$ cat src/design/svm_pkg.sv
// Shared types, constants and helpers of the stack machine execute unit.
`default_nettype none
package svm_pkg;

   localparam int MEM_WORDS_DEFAULT   = 32768;
   localparam int STACK_DEPTH_DEFAULT = 256;

   localparam logic [15:0] OP_REG_BASE = 16'd32768;
   localparam logic [15:0] OP_REG_LAST = 16'd32775;
   localparam logic [14:0] WORD_MASK   = 15'd32767;

   // Instruction codes.
   localparam logic [4:0] CMD_SET  = 5'd0;
   localparam logic [4:0] CMD_PUSH = 5'd1;
   localparam logic [4:0] CMD_POP  = 5'd2;
   localparam logic [4:0] CMD_EQ   = 5'd3;
   localparam logic [4:0] CMD_GT   = 5'd4;
   localparam logic [4:0] CMD_JMP  = 5'd5;
   localparam logic [4:0] CMD_JT   = 5'd6;
   localparam logic [4:0] CMD_JF   = 5'd7;
   localparam logic [4:0] CMD_ADD  = 5'd8;
   localparam logic [4:0] CMD_MULT = 5'd9;
   localparam logic [4:0] CMD_MOD  = 5'd10;
   localparam logic [4:0] CMD_AND  = 5'd11;
   localparam logic [4:0] CMD_OR   = 5'd12;
   localparam logic [4:0] CMD_NOT  = 5'd13;
   localparam logic [4:0] CMD_RMEM = 5'd14;
   localparam logic [4:0] CMD_WMEM = 5'd15;
   localparam logic [4:0] CMD_CALL = 5'd16;
   localparam logic [4:0] CMD_RET  = 5'd17;
   localparam logic [4:0] CMD_OUT  = 5'd18;
   localparam logic [4:0] CMD_IN   = 5'd19;

   // Status codes.
   localparam logic [2:0] ST_OK        = 3'd0;
   localparam logic [2:0] ST_BAD_OP    = 3'd1;
   localparam logic [2:0] ST_STK_EMPTY = 3'd2;
   localparam logic [2:0] ST_STK_FULL  = 3'd3;
   localparam logic [2:0] ST_DIV_ZERO  = 3'd4;

   // Datapath result selects for the destination write.
   localparam logic [2:0] RES_ALU   = 3'd0;
   localparam logic [2:0] RES_MOD   = 3'd1;
   localparam logic [2:0] RES_STACK = 3'd2;
   localparam logic [2:0] RES_MEM   = 3'd3;
   localparam logic [2:0] RES_CHAR  = 3'd4;
   localparam logic [2:0] RES_VB    = 3'd5;

   // Commands from the controller to the datapath.
   typedef struct packed {
      logic       load;       // capture the request beat
      logic       op_rd;      // latch operand values from the register file
      logic       mem_rd;     // issue memory read at value b
      logic       stk_rd;     // issue stack read at sp-1
      logic       mod_start;  // start the divider
      logic       wr_dest;    // write result to the destination
      logic [2:0] res_sel;    // which result is written
      logic       mem_wr_a;   // wmem: write memory at value a with value b
      logic       stk_push;   // push a value onto the stack
      logic       push_ra;    // push the return address instead of value a
      logic       stk_pop;    // decrement the stack pointer
   } svm_cmd_type;

   // Status from the datapath to the controller.
   typedef struct packed {
      logic [4:0]  cmd;
      logic        bad_a;
      logic        bad_b;
      logic        bad_c;
      logic        a_is_reg;
      logic        stk_empty;
      logic        stk_full;
      logic        vc_zero;
      logic        va_nonzero;
      logic        mod_done;
      logic [14:0] va_low;
      logic [14:0] vb_low;
      logic [14:0] stk_low;
   } svm_stat_type;

   function automatic logic is_bad(input logic [15:0] x);
      return x > OP_REG_LAST;
   endfunction

endpackage
`default_nettype wire

$ cat src/design/svm_control.sv
// Controller: sequences each instruction and builds the result beat.
`default_nettype none
module svm_control
   import svm_pkg::*;
(
   input  wire logic         clock,
   input  wire logic         reset,
   input  wire logic         req_tvalid,
   output logic              req_tready,
   output logic              rsp_tvalid,
   input  wire logic         rsp_tready,
   output logic [31:0]       rsp_tdata,
   output svm_cmd_type       cmd_o,
   input  wire svm_stat_type stat_i
);

   localparam logic [2:0] S_IDLE = 3'd0;
   localparam logic [2:0] S_READ = 3'd1;
   localparam logic [2:0] S_EXEC = 3'd2;
   localparam logic [2:0] S_MOD  = 3'd3;
   localparam logic [2:0] S_WB   = 3'd4;

   logic [2:0]  state_ff, state_in;
   logic        vld_ff, vld_in;
   logic [2:0]  st_ff, st_in;
   logic        rd_ff, rd_in;
   logic [14:0] tg_ff, tg_in;
   logic        cv_ff, cv_in;
   logic [7:0]  co_ff, co_in;
   logic        fin;
   logic        bad3;

   assign bad3 = stat_i.bad_a | stat_i.bad_b | stat_i.bad_c;

   always_comb begin
      state_in = state_ff;
      vld_in   = vld_ff;
      st_in    = st_ff;
      rd_in    = rd_ff;
      tg_in    = tg_ff;
      cv_in    = cv_ff;
      co_in    = co_ff;
      cmd_o    = '0;
      fin      = 1'b0;
      req_tready = (state_ff == S_IDLE) && !vld_ff;
      if (vld_ff && rsp_tready) vld_in = 1'b0;
      unique case (state_ff)
         S_IDLE: begin
            if (req_tvalid && req_tready) begin
               cmd_o.load = 1'b1;
               state_in   = S_READ;
            end
         end
         S_READ: begin
            cmd_o.op_rd = 1'b1;
            st_in = ST_OK; rd_in = 1'b0; tg_in = '0; cv_in = 1'b0; co_in = '0;
            state_in = S_EXEC;
         end
         S_EXEC: begin
            state_in = S_WB;
            unique case (stat_i.cmd)
               CMD_SET: begin
                  if (!stat_i.a_is_reg || stat_i.bad_a || stat_i.bad_b) st_in = ST_BAD_OP;
                  else begin cmd_o.wr_dest = 1'b1; cmd_o.res_sel = RES_VB; end
                  fin = 1'b1;
               end
               CMD_PUSH: begin
                  if (stat_i.bad_a) st_in = ST_BAD_OP;
                  else if (stat_i.stk_full) st_in = ST_STK_FULL;
                  else cmd_o.stk_push = 1'b1;
                  fin = 1'b1;
               end
               CMD_POP, CMD_RET: begin
                  if (stat_i.cmd == CMD_POP && stat_i.bad_a) begin
                     st_in = ST_BAD_OP; fin = 1'b1;
                  end else if (stat_i.stk_empty) begin
                     st_in = ST_STK_EMPTY; fin = 1'b1;
                  end else cmd_o.stk_rd = 1'b1;
               end
               CMD_EQ, CMD_GT, CMD_ADD, CMD_MULT, CMD_AND, CMD_OR: begin
                  if (bad3) st_in = ST_BAD_OP;
                  else begin cmd_o.wr_dest = 1'b1; cmd_o.res_sel = RES_ALU; end
                  fin = 1'b1;
               end
               CMD_MOD: begin
                  if (bad3) begin st_in = ST_BAD_OP; fin = 1'b1; end
                  else if (stat_i.vc_zero) begin st_in = ST_DIV_ZERO; fin = 1'b1; end
                  else begin cmd_o.mod_start = 1'b1; state_in = S_MOD; end
               end
               CMD_NOT: begin
                  if (stat_i.bad_a || stat_i.bad_b) st_in = ST_BAD_OP;
                  else begin cmd_o.wr_dest = 1'b1; cmd_o.res_sel = RES_ALU; end
                  fin = 1'b1;
               end
               CMD_JMP: begin
                  if (stat_i.bad_a) st_in = ST_BAD_OP;
                  else begin rd_in = 1'b1; tg_in = stat_i.va_low; end
                  fin = 1'b1;
               end
               CMD_JT, CMD_JF: begin
                  if (stat_i.bad_a) st_in = ST_BAD_OP;
                  else if ((stat_i.cmd == CMD_JT) == stat_i.va_nonzero) begin
                     if (stat_i.bad_b) st_in = ST_BAD_OP;
                     else begin rd_in = 1'b1; tg_in = stat_i.vb_low; end
                  end
                  fin = 1'b1;
               end
               CMD_RMEM: begin
                  if (stat_i.bad_a || stat_i.bad_b) begin st_in = ST_BAD_OP; fin = 1'b1; end
                  else cmd_o.mem_rd = 1'b1;
               end
               CMD_WMEM: begin
                  if (stat_i.bad_a || stat_i.bad_b) st_in = ST_BAD_OP;
                  else cmd_o.mem_wr_a = 1'b1;
                  fin = 1'b1;
               end
               CMD_CALL: begin
                  if (stat_i.bad_a) st_in = ST_BAD_OP;
                  else if (stat_i.stk_full) st_in = ST_STK_FULL;
                  else begin
                     cmd_o.stk_push = 1'b1; cmd_o.push_ra = 1'b1;
                     rd_in = 1'b1; tg_in = stat_i.va_low;
                  end
                  fin = 1'b1;
               end
               CMD_OUT: begin
                  if (stat_i.bad_a) st_in = ST_BAD_OP;
                  else begin cv_in = 1'b1; co_in = stat_i.va_low[7:0]; end
                  fin = 1'b1;
               end
               CMD_IN: begin
                  if (stat_i.bad_a) st_in = ST_BAD_OP;
                  else begin cmd_o.wr_dest = 1'b1; cmd_o.res_sel = RES_CHAR; end
                  fin = 1'b1;
               end
               default: fin = 1'b1;
            endcase
            if (fin) begin
               state_in = S_IDLE;
               vld_in   = 1'b1;
            end
         end
         S_MOD: begin
            if (stat_i.mod_done) begin
               cmd_o.wr_dest = 1'b1; cmd_o.res_sel = RES_MOD;
               state_in = S_IDLE; vld_in = 1'b1;
            end
         end
         S_WB: begin
            // Stack or memory read data is ready; finish pop, ret or rmem.
            unique case (stat_i.cmd)
               CMD_POP: begin
                  cmd_o.stk_pop = 1'b1; cmd_o.wr_dest = 1'b1; cmd_o.res_sel = RES_STACK;
               end
               CMD_RET: begin
                  cmd_o.stk_pop = 1'b1; rd_in = 1'b1; tg_in = stat_i.stk_low;
               end
               default: begin
                  cmd_o.wr_dest = 1'b1; cmd_o.res_sel = RES_MEM;
               end
            endcase
            state_in = S_IDLE; vld_in = 1'b1;
         end
         default: state_in = S_IDLE;
      endcase
   end

   always_ff @(posedge clock) begin
      st_ff <= st_in;
      rd_ff <= rd_in;
      tg_ff <= tg_in;
      cv_ff <= cv_in;
      co_ff <= co_in;
      if (reset) begin
         state_ff <= S_IDLE;
         vld_ff   <= 1'b0;
      end else begin
         state_ff <= state_in;
         vld_ff   <= vld_in;
      end
   end

   assign rsp_tvalid = vld_ff;
   assign rsp_tdata  = {4'd0, co_ff, cv_ff, tg_ff, rd_ff, st_ff};

endmodule
`default_nettype wire

$ cat config.mk
export PLATFORM = sky130hd
export DESIGN_NAME = svm_control
export DESIGN_NICKNAME = d
export VERILOG_FILES = /design/src/design/svm_pkg.sv /design/src/design/svm_control.sv
export SDC_FILE = /design/constraint.sdc
export NUM_CORES = 1
export LEC_CHECK = 0
export ABC_AREA = 1
export BUFFER_PORTS_ARGS = -buffer_cell sky130_fd_sc_hd__buf_2
export CAP_MARGIN = 5
export CORE_ASPECT_RATIO = 1.1
export CORE_UTILIZATION = 45
export DETAILED_ROUTE_END_ITERATION = 8
export PLACE_DENSITY = 0.8
export SYNTH_ARGS = -nofsm -noshare
export SYNTH_HDL_FRONTEND = slang
export SYNTH_SLANG_ARGS = --single-unit
$ cat constraint.sdc
create_clock -name clock -period 3.28 [get_ports clock]
set_input_delay 0.656 -clock clock [delete_from_list [all_inputs] [get_ports clock]]
set_output_delay 0.656 -clock clock [all_outputs]
set_load 0.005 [all_outputs]
==> results of run 1 <==
stage by stage:
step | util [%] | hold WS [ns] | area, sq um | std cells
4_1_cts | 63.0 | 0.509 | 2760 | 434
3_5_place_dp | 60.5 | 0.497 | 2650 | 426
6_report | 63.0 | 0.511 | 2760 | 434
2_1_floorplan | - | 0.491 | 2120 | 275
5_1_grt | 63.0 | 0.533 | 2760 | 434
3_3_place_gp | 60.5 | 0.493 | 2650 | 426
cells in the mapped netlist (2+ instances only):
cell,n
o21ai_0,4
nand4_1,5
nor3_1,5
nand2_2,12
nor2_2,3
buf_4,7
nand3_2,2
a31oi_1,3
inv_2,7
edfxtp_1,28
nand3_1,21
nor2_4,7
nand2_1,72
dfxtp_1,4
nor2_1,31
o211ai_1,8
inv_1,32
a21oi_1,4
critical path, cell delays in order (launching register included):
cell and delay, ns:
dfxtp_1 0.39, nor2_1 0.08, nand2_1 0.13, clkinv_1 0.43, nand2_1 0.24, inv_1 0.07, a31oi_1 0.15, nand2_1 0.07
buf_2 0.12
layout make-up:
type	instances	area (sq um)
Sequential cell	32	921
Tap cell	54	67.6
Multi-Input combinational cell	192	966
Inverter	41	155
Clock inverter	2	35.0
Timing Repair Buffer	107	541
Clock buffer	6	72.6
Fill cell	398	1620
state kept, by name (all words and copies together) (netlist names):
| signal | flops |
|---|---|
| co_ff | 8 |
| state_ff | 3 |
| tg_ff | 15 |
| rsp_tvalid | 1 |
| rd_ff | 1 |
| st_ff | 3 |
| cv_ff | 1 |
power groups by stage:
| stage | clock [mW] | sequential (mW) | combinational [mW] |
|---|---|---|---|
| 2_1_floorplan | 0 | 0.694 | 0.262 |
| 3_3_place_gp | 0 | 0.673 | 0.519 |
| 3_5_place_dp | 0 | 0.678 | 0.528 |
| 4_1_cts | 0.373 | 0.670 | 0.530 |
| 5_1_grt | 0.387 | 0.684 | 0.591 |
| 6_report | 0.369 | 0.668 | 0.526 |
routing by layer:
layer / vias up / wire length (um) / GRT usage [%] / share of wire, %
li1: 1100 / - / - / -
met1: 989 / 2300 / 27.6 / 40
met5: - / 0 / 0 / 0
met4: 0 / 161 / 13.0 / 2.8
met3: 15 / 440 / 3.42 / 7.6
met2: 121 / 2910 / 41.8 / 50
kinds of logic (layout without fill, tap and decap cells):
logic type             Yosys count  count (layout)  synth area share [%]
XOR/XNOR                         1               1                 0.416
buffers and inverters           51             156                  10.9
other                            1               4                 0.178
AND/OR/NAND/NOR                162             162                  36.9
AO/OA/AOI/OAI                   25              25                  7.84
flip-flops                      32              32                  43.7
worst paths after layout:
| kind | end | slack, ns | start | cells after the start |
|---|---|---|---|---|
| min reg2reg | rsp_tvalid$_SDFF_PP0_ | 0.51 | rsp_tvalid$_SDFF_PP0_ | 2 |
| max reg2reg | tg_ff[2]$_DFFE_PP_ | 0.89 | state_ff[0]$_SDFFE_PP0P_ | 9 |
| min | rsp_tvalid$_SDFF_PP0_ | 0.51 | rsp_tvalid$_SDFF_PP0_ | 2 |
| max | cmd_o[7] | 0.67 | state_ff[0]$_SDFFE_PP0P_ | 8 |
==> results by group, run 1 <==
Place
  • DP Worst Slack: 0.795 ns
  • Input/output buffers: 105
  • Post-DP HPWL: 4590 um
  • GPL Wtd Cong: 0.935

Clocking
  • Clock root cell: clkbuf_8
  • CTS sink count: 32
  • Post-CTS Hold Buffers: 0
  • Clk_lat worst skew: 0.28 ns
  • Postcts setup bufs: 0
  • Clock tree buffer depth: 2
  • H-tree lvl count: 2
  • TritonCTS Buffers: 5
  • Clock transition at path regs: 0.07 ns
  • CTS tree: done
  • CTS resizes: 0

Critical path
  • Crit end category: primary output
  • Critical path arrival: 1.95 ns
  • Startpoint types: flop
  • CP Class: reg2out
  • Worst-path fanout max: 18
  • Worst Path Required: 2.62 ns

Cells and area
  • Ant diodes: 0
  • Share of cells above drive strength 1: 39.2%
  • Commonest non-fill, non-tap cell in the layout: buf_2
  • Area Overhead vs Synth: 31.0%
  • Layout Nets: 442
  • Most frequent cells in the layout: buf_2 (105), nand2_1 (72), inv_1 (32), nor2_1 (31), edfxtp_1 (28)

Job
  • Max Cap Viol: 0

Routing
  • Drt wl/cell: 13.4 um
  • Vias: 2225
  • Vias per cell: 5.13
  • Antenna-violating nets left: 0
  • Initial drt markers: 140
  • DRT Pass-1 Iters: 5
  • DRC errors left: 0
  • DRT Wirelength: 5810 um

Power and ir drop
  • Comb power frac: 33.6%
  • Power, Total: 1.56 mW
  • PwrDens: 567 mW/mm^2
  • NetSw: 504 uW
  • Maximum vdd drop: 0.208 mV
  • Switching share of power: 32.2%
  • Sequential power share: 42.7%
  • Clock share of power: 23.6%
  • Power Internal: 1.06 mW
  • Leak: 1.36 nW

STA
  • Post-layout min period: 2.61 ns
  • Max-slew violations: 0
  • Skew final: 0.00249 ns
  • Period utilization: 79.5%
  • RSZ-0062 raised after global routing: false
  • Max Freq: 0.384 GHz
  • Final Setup Violations: 0
  • Setup ws final: 0.673 ns
  • Setup total negative slack: 0 ns
  • Final hold vios: 0

Global route
  • Pin count of the biggest net entering global routing: 19
  • GRT Total Usage: 23.9%
  • Total gr overflow: 0
  • Vias in the first global route: 2048
  • Initial antenna violation count: 0
  • Global-route wire length before repair: 8880 um

Synthesis
  • Mapped Area: 0.00211 sq mm
  • Top-area cell type share of the netlist area: 39.9%
  • Yosys warns: 0
  • Post-synthesis register bit count: 32
  • Number of synthesized flops with an enable pin: 28
  • Main area contributors after synthesis: edfxtp_1 (40%), nand2_1 (13%), inv_1 (5.7%), nor2_1 (5.5%), nand3_1 (5.0%)
  • Post-synth top flop: edfxtp_1
  • Avg Cell Area, Syn: 7.74 sq um
  • Synth Instances: 272
  • Sequential share of the synthesized area: 43.7%
  • Yosys cell types: 35
  • Yosys top cell by area: edfxtp_1
  • Post-synthesis async set-or-reset flop share: 0%

Status
  • Status: completed

Floorplan
  • Core area: 0.00438 sq mm
  • Io pins: 110
  • Die H: 73.7 um
  • Die width: 67.2 um
  • Full die area: 0.00496 sq mm
  • Initial core utilization: 48.1%
  • Row count: 25

Min path
  • Hold Crit Class: reg2reg
Power figures use the tool's default switching activity.
==> inputs of run 2 (changes only) <==
Settings changed: ABC_AREA 1 to 0, CORE_UTILIZATION 45 to 42, PLACE_DENSITY 0.8 to 0.77.
Clock period 3.28 ns to 2.1 ns, I/O delays scaled along.
==> run 2 against run 1 <==
Net effect: via count increased by 3.8%; worst setup slack got worse by 0.64 ns; clock power increased by 12%; non-clock buffer count grew 36; sequential share of layout area decreased by 4.6 points; wire length is 15% higher; combinational power shrank 30%.
==> results by group, run 2 <==
Critical path
  • FF-to-FF setup slack: 0.34 ns (-0.55 ns)
  • Max incr delay on CP: 0.28 ns (-0.15 ns)
  • R2R Path End: st_ff[0]$_SDFFCE_PN0P_
  • Critical-path top delay cell: a211o_1
  • CP Class: in2out
  • Critical path arrival: 1.65 ns (-0.30 ns)
  • Critical Path, Cell by Cell: buf_2 > buf_4 > nor3_4 > buf_4 > nand2_1 > o22ai_2 > a21o_1 > a211o_1 > buf_2
  • Worst R2R Start: state_ff[1]$_SDFFE_PP0P_
  • Reg2Reg Depth: 8 (-1)
  • Delay-heaviest family, CP: buffers and inverters
  • Worst Path Required: 1.68 ns (-0.94 ns)
  • Startpoint types: input pin
  • Worst-path fanout max: 4 (-14)
  • Worst Path Buf+Inv: 4 (+1)
  • CP startpoint: stat_i[52]
  • Crit end category: primary output

Cells and area
  • Max reg flops: 15 (unchanged)
  • Most frequent cells in the layout: buf_2 (103), buf_4 (34), edfxtp_1 (28), nand2_1 (24), o21ai_1 (20)
  • Ant diodes: 0 (unchanged)
  • Layout Nets: 423 (-4.3%)
  • Top flop regs: tg_ff (15), co_ff (8)
  • Share of cells above drive strength 1: 49.2% (+10 points)
  • Area Overhead vs Synth: 39.9%
  • Commonest non-fill, non-tap cell in the layout: buf_2
  • Biggest register: tg_ff
  • Design area: 0.00320 sq mm (+16%)

STA
  • Period utilization: 98.7%
  • RSZ-0062 raised after global routing: true
  • Max Freq: 0.483 GHz
  • Final hold vios: 0 (unchanged)
  • Setup ws final: 0.0280 ns (-0.645 ns)
  • Final Setup Violations: 0 (unchanged)
  • Max-slew violations: 0 (unchanged)
  • Post-layout min period: 2.07 ns
  • Skew final: 0.00451 ns (+0.00202 ns)

Synthesis
  • Avg Cell Area, Syn: 9.86 sq um (+27%)
  • Post-synth top flop: edfxtp_1
  • Synth top cells by count: edfxtp_1 (28), nand2_1 (24), o21ai_1 (20)
  • Synth Instances: 232 (-15%)
  • Most frequent cell after synthesis: edfxtp_1
  • Yosys warns: 0 (unchanged)
  • Yosys top cell by area: edfxtp_1
  • Mapped Area: 0.00229 sq mm (+8.7%)
  • Sequential share of the synthesized area: 40.2% (-3.5 points)
  • Post-synthesis async set-or-reset flop share: 0% (unchanged)
  • Number of synthesized flops with an enable pin: 28 (unchanged)
  • Post-synthesis register bit count: 32 (unchanged)
  • Yosys cell types: 63 (+80%)
  • Top-area cell type share of the netlist area: 36.7% (-3.2 points)
  • Main area contributors after synthesis: edfxtp_1 (37%), mux2i_1 (6.6%), o21ai_1 (4.4%), nand2_1 (3.9%), dfxtp_1 (3.5%)

Min path
  • Hold-critical path depth: 2 (unchanged)
  • Hold Crit Class: in2reg
  • Worst hold path endpoint: state_ff[0]$_SDFFE_PP0P_
  • Hold Startpoint: reset

Power and ir drop
  • Power, Total: 1.52 mW (-2.7%)
  • Switching share of power: 25.7% (-6.6 points)
  • Leak: 1.36 nW (-0.61%)
  • PwrDens: 475 mW/mm^2 (-16%)
  • Sequential power share: 48.7% (+6.0 points)
  • NetSw: 391 uW (-22%)
  • Maximum vdd drop: 0.191 mV (-7.8%)
  • Power Internal: 1.13 mW (+6.7%)
  • Clock share of power: 27.1% (+3.5 points)
  • Comb power frac: 24.1% (-9.5 points)

Global route
  • Total gr overflow: 0 (unchanged)
  • Pin count of the biggest net entering global routing: 17 (-2)
  • Global-route wire length before repair: 9910 um (+12%)
  • Initial antenna violation count: 0 (unchanged)
  • Vias in the first global route: 2147 (+4.8%)
  • GRT Total Usage: 22.7% (-1.2 points)

Clocking
  • Clock transition at path regs: 0.06 ns (about the same)
  • Clk_lat worst skew: 0.27 ns (about the same)
  • H-tree lvl count: 2 (unchanged)
  • CTS tree: done
  • Clock tree buffer depth: 2 (unchanged)
  • TritonCTS Buffers: 5 (unchanged)
  • Clock root cell: clkbuf_8
  • CTS sink count: 32 (unchanged)

Floorplan
  • Io pins: 110 (unchanged)
  • Row count: 27 (+8.0%)
  • Full die area: 0.00575 sq mm (+16%)
  • Initial core utilization: 44.6% (-3.5 points)
  • Die width: 72.4 um (+7.7%)
  • Core area: 0.00513 sq mm (+17%)
  • Die H: 79.4 um (+7.7%)

Routing
  • DRT Pass-1 Iters: 4 (-1)
  • Antenna-violating nets left: 0 (unchanged)
  • DRC errors left: 0 (unchanged)
  • Vias: 2309 (+3.8%)
  • Vias per cell: 5.34 (+4.3%)
  • DRT Wirelength: 6710 um (+15%)
  • Initial drt markers: 89 (-36%)
  • Drt wl/cell: 15.5 um (+16%)

Place
  • Dpl cell area: 0.00301 sq mm (+14%)
  • DP Worst Slack: -0.0234 ns (-0.819 ns)
  • GPL Wtd Cong: 0.992 (+6.1%)
  • Post-DP HPWL: 5220 um (+14%)
  • Input/output buffers: 105 (unchanged)

Status
  • Status: completed

Job
  • Max Cap Viol: 0 (unchanged)
run 2: power groups by stage:
stage / Sequential [mW] / Clock [mW] / Combinational [mW]
6_report: 0.741 / 0.413 / 0.367
5_1_grt: 0.744 / 0.453 / 0.396
4_1_cts: 0.741 / 0.422 / 0.348
3_5_place_dp: 0.755 / 0 / 0.346
3_3_place_gp: 0.753 / 0 / 0.342
2_1_floorplan: 0.759 / 0 / 0.170
run 2: how the worst max path moves through the flow:
stage,cells after the start,end,slack [ns]
floorplan,5,rd_ff$_DFFE_PP_,0.01
finish,9,cmd_o[7],0.03
detailed placement,8,st_ff[0]$_SDFFCE_PN0P_,-0.02
global route,7,cmd_o[7],-0.04
CTS,7,cmd_o[7],0.01
global placement,6,cmd_o[4],-0.02
run 2: final cells by class:
cell class | count | area [sq um]
fillers | 446 | 1930
multi-input cells | 173 | 1230
flip-flops and latches | 32 | 921
repair buffers | 143 | 856
well taps | 72 | 90.1
clock buffers | 5 | 68.8
inverters | 5 | 23.8
clock inverters | 2 | 7.51
run 2: metrics by stage:
stage               setup TNS (ns)  utilization (%)  hold WS [ns]  cells
detailed placement          -0.360             58.6         0.631    420
global route               -0.0632             62.3         0.358    432
global placement           -0.0851             58.6         0.626    420
floorplan                        0                -         0.485    235
finish                           0             62.3         0.376    432
CTS                              0             60.4         0.363    427
run 2: cell families after synthesis:
logic type | synth area share [%]
XOR/XNOR | 1.15
AND/OR/NAND/NOR | 26.7
AO/OA/AOI/OAI | 15.7
buffers and inverters | 8.97
multiplexers | 7.05
other | 0.164
flip-flops | 40.2
run 2: layer usage:
layer / share of wire, % / global-route usage [%] / vias up
li1: - / - / 1108
met1: 40 / 25.5 / 1059
met2: 50 / 41.6 / 125
met3: 7.2 / 4.67 / 17
met4: 2.5 / 9.02 / 0
met5: 0 / 0 / -
run 2: worst register-to-register path, delay by kind of cell, from the launching register on:
family | cells | cell delay [ns]
buffers and inverters | 2 | 0.24
DFF | 1 | 0.32
and+or+nand+nor | 6 | 0.93
run 2: repair_timing:
action	4_1_cts	5_1_grt
pin swaps	0	5
cloned	0	0
gates resized for setup	3	16
endpoints found under the setup margin	2	9
setup buffers	0	5
hold buffers	0	0
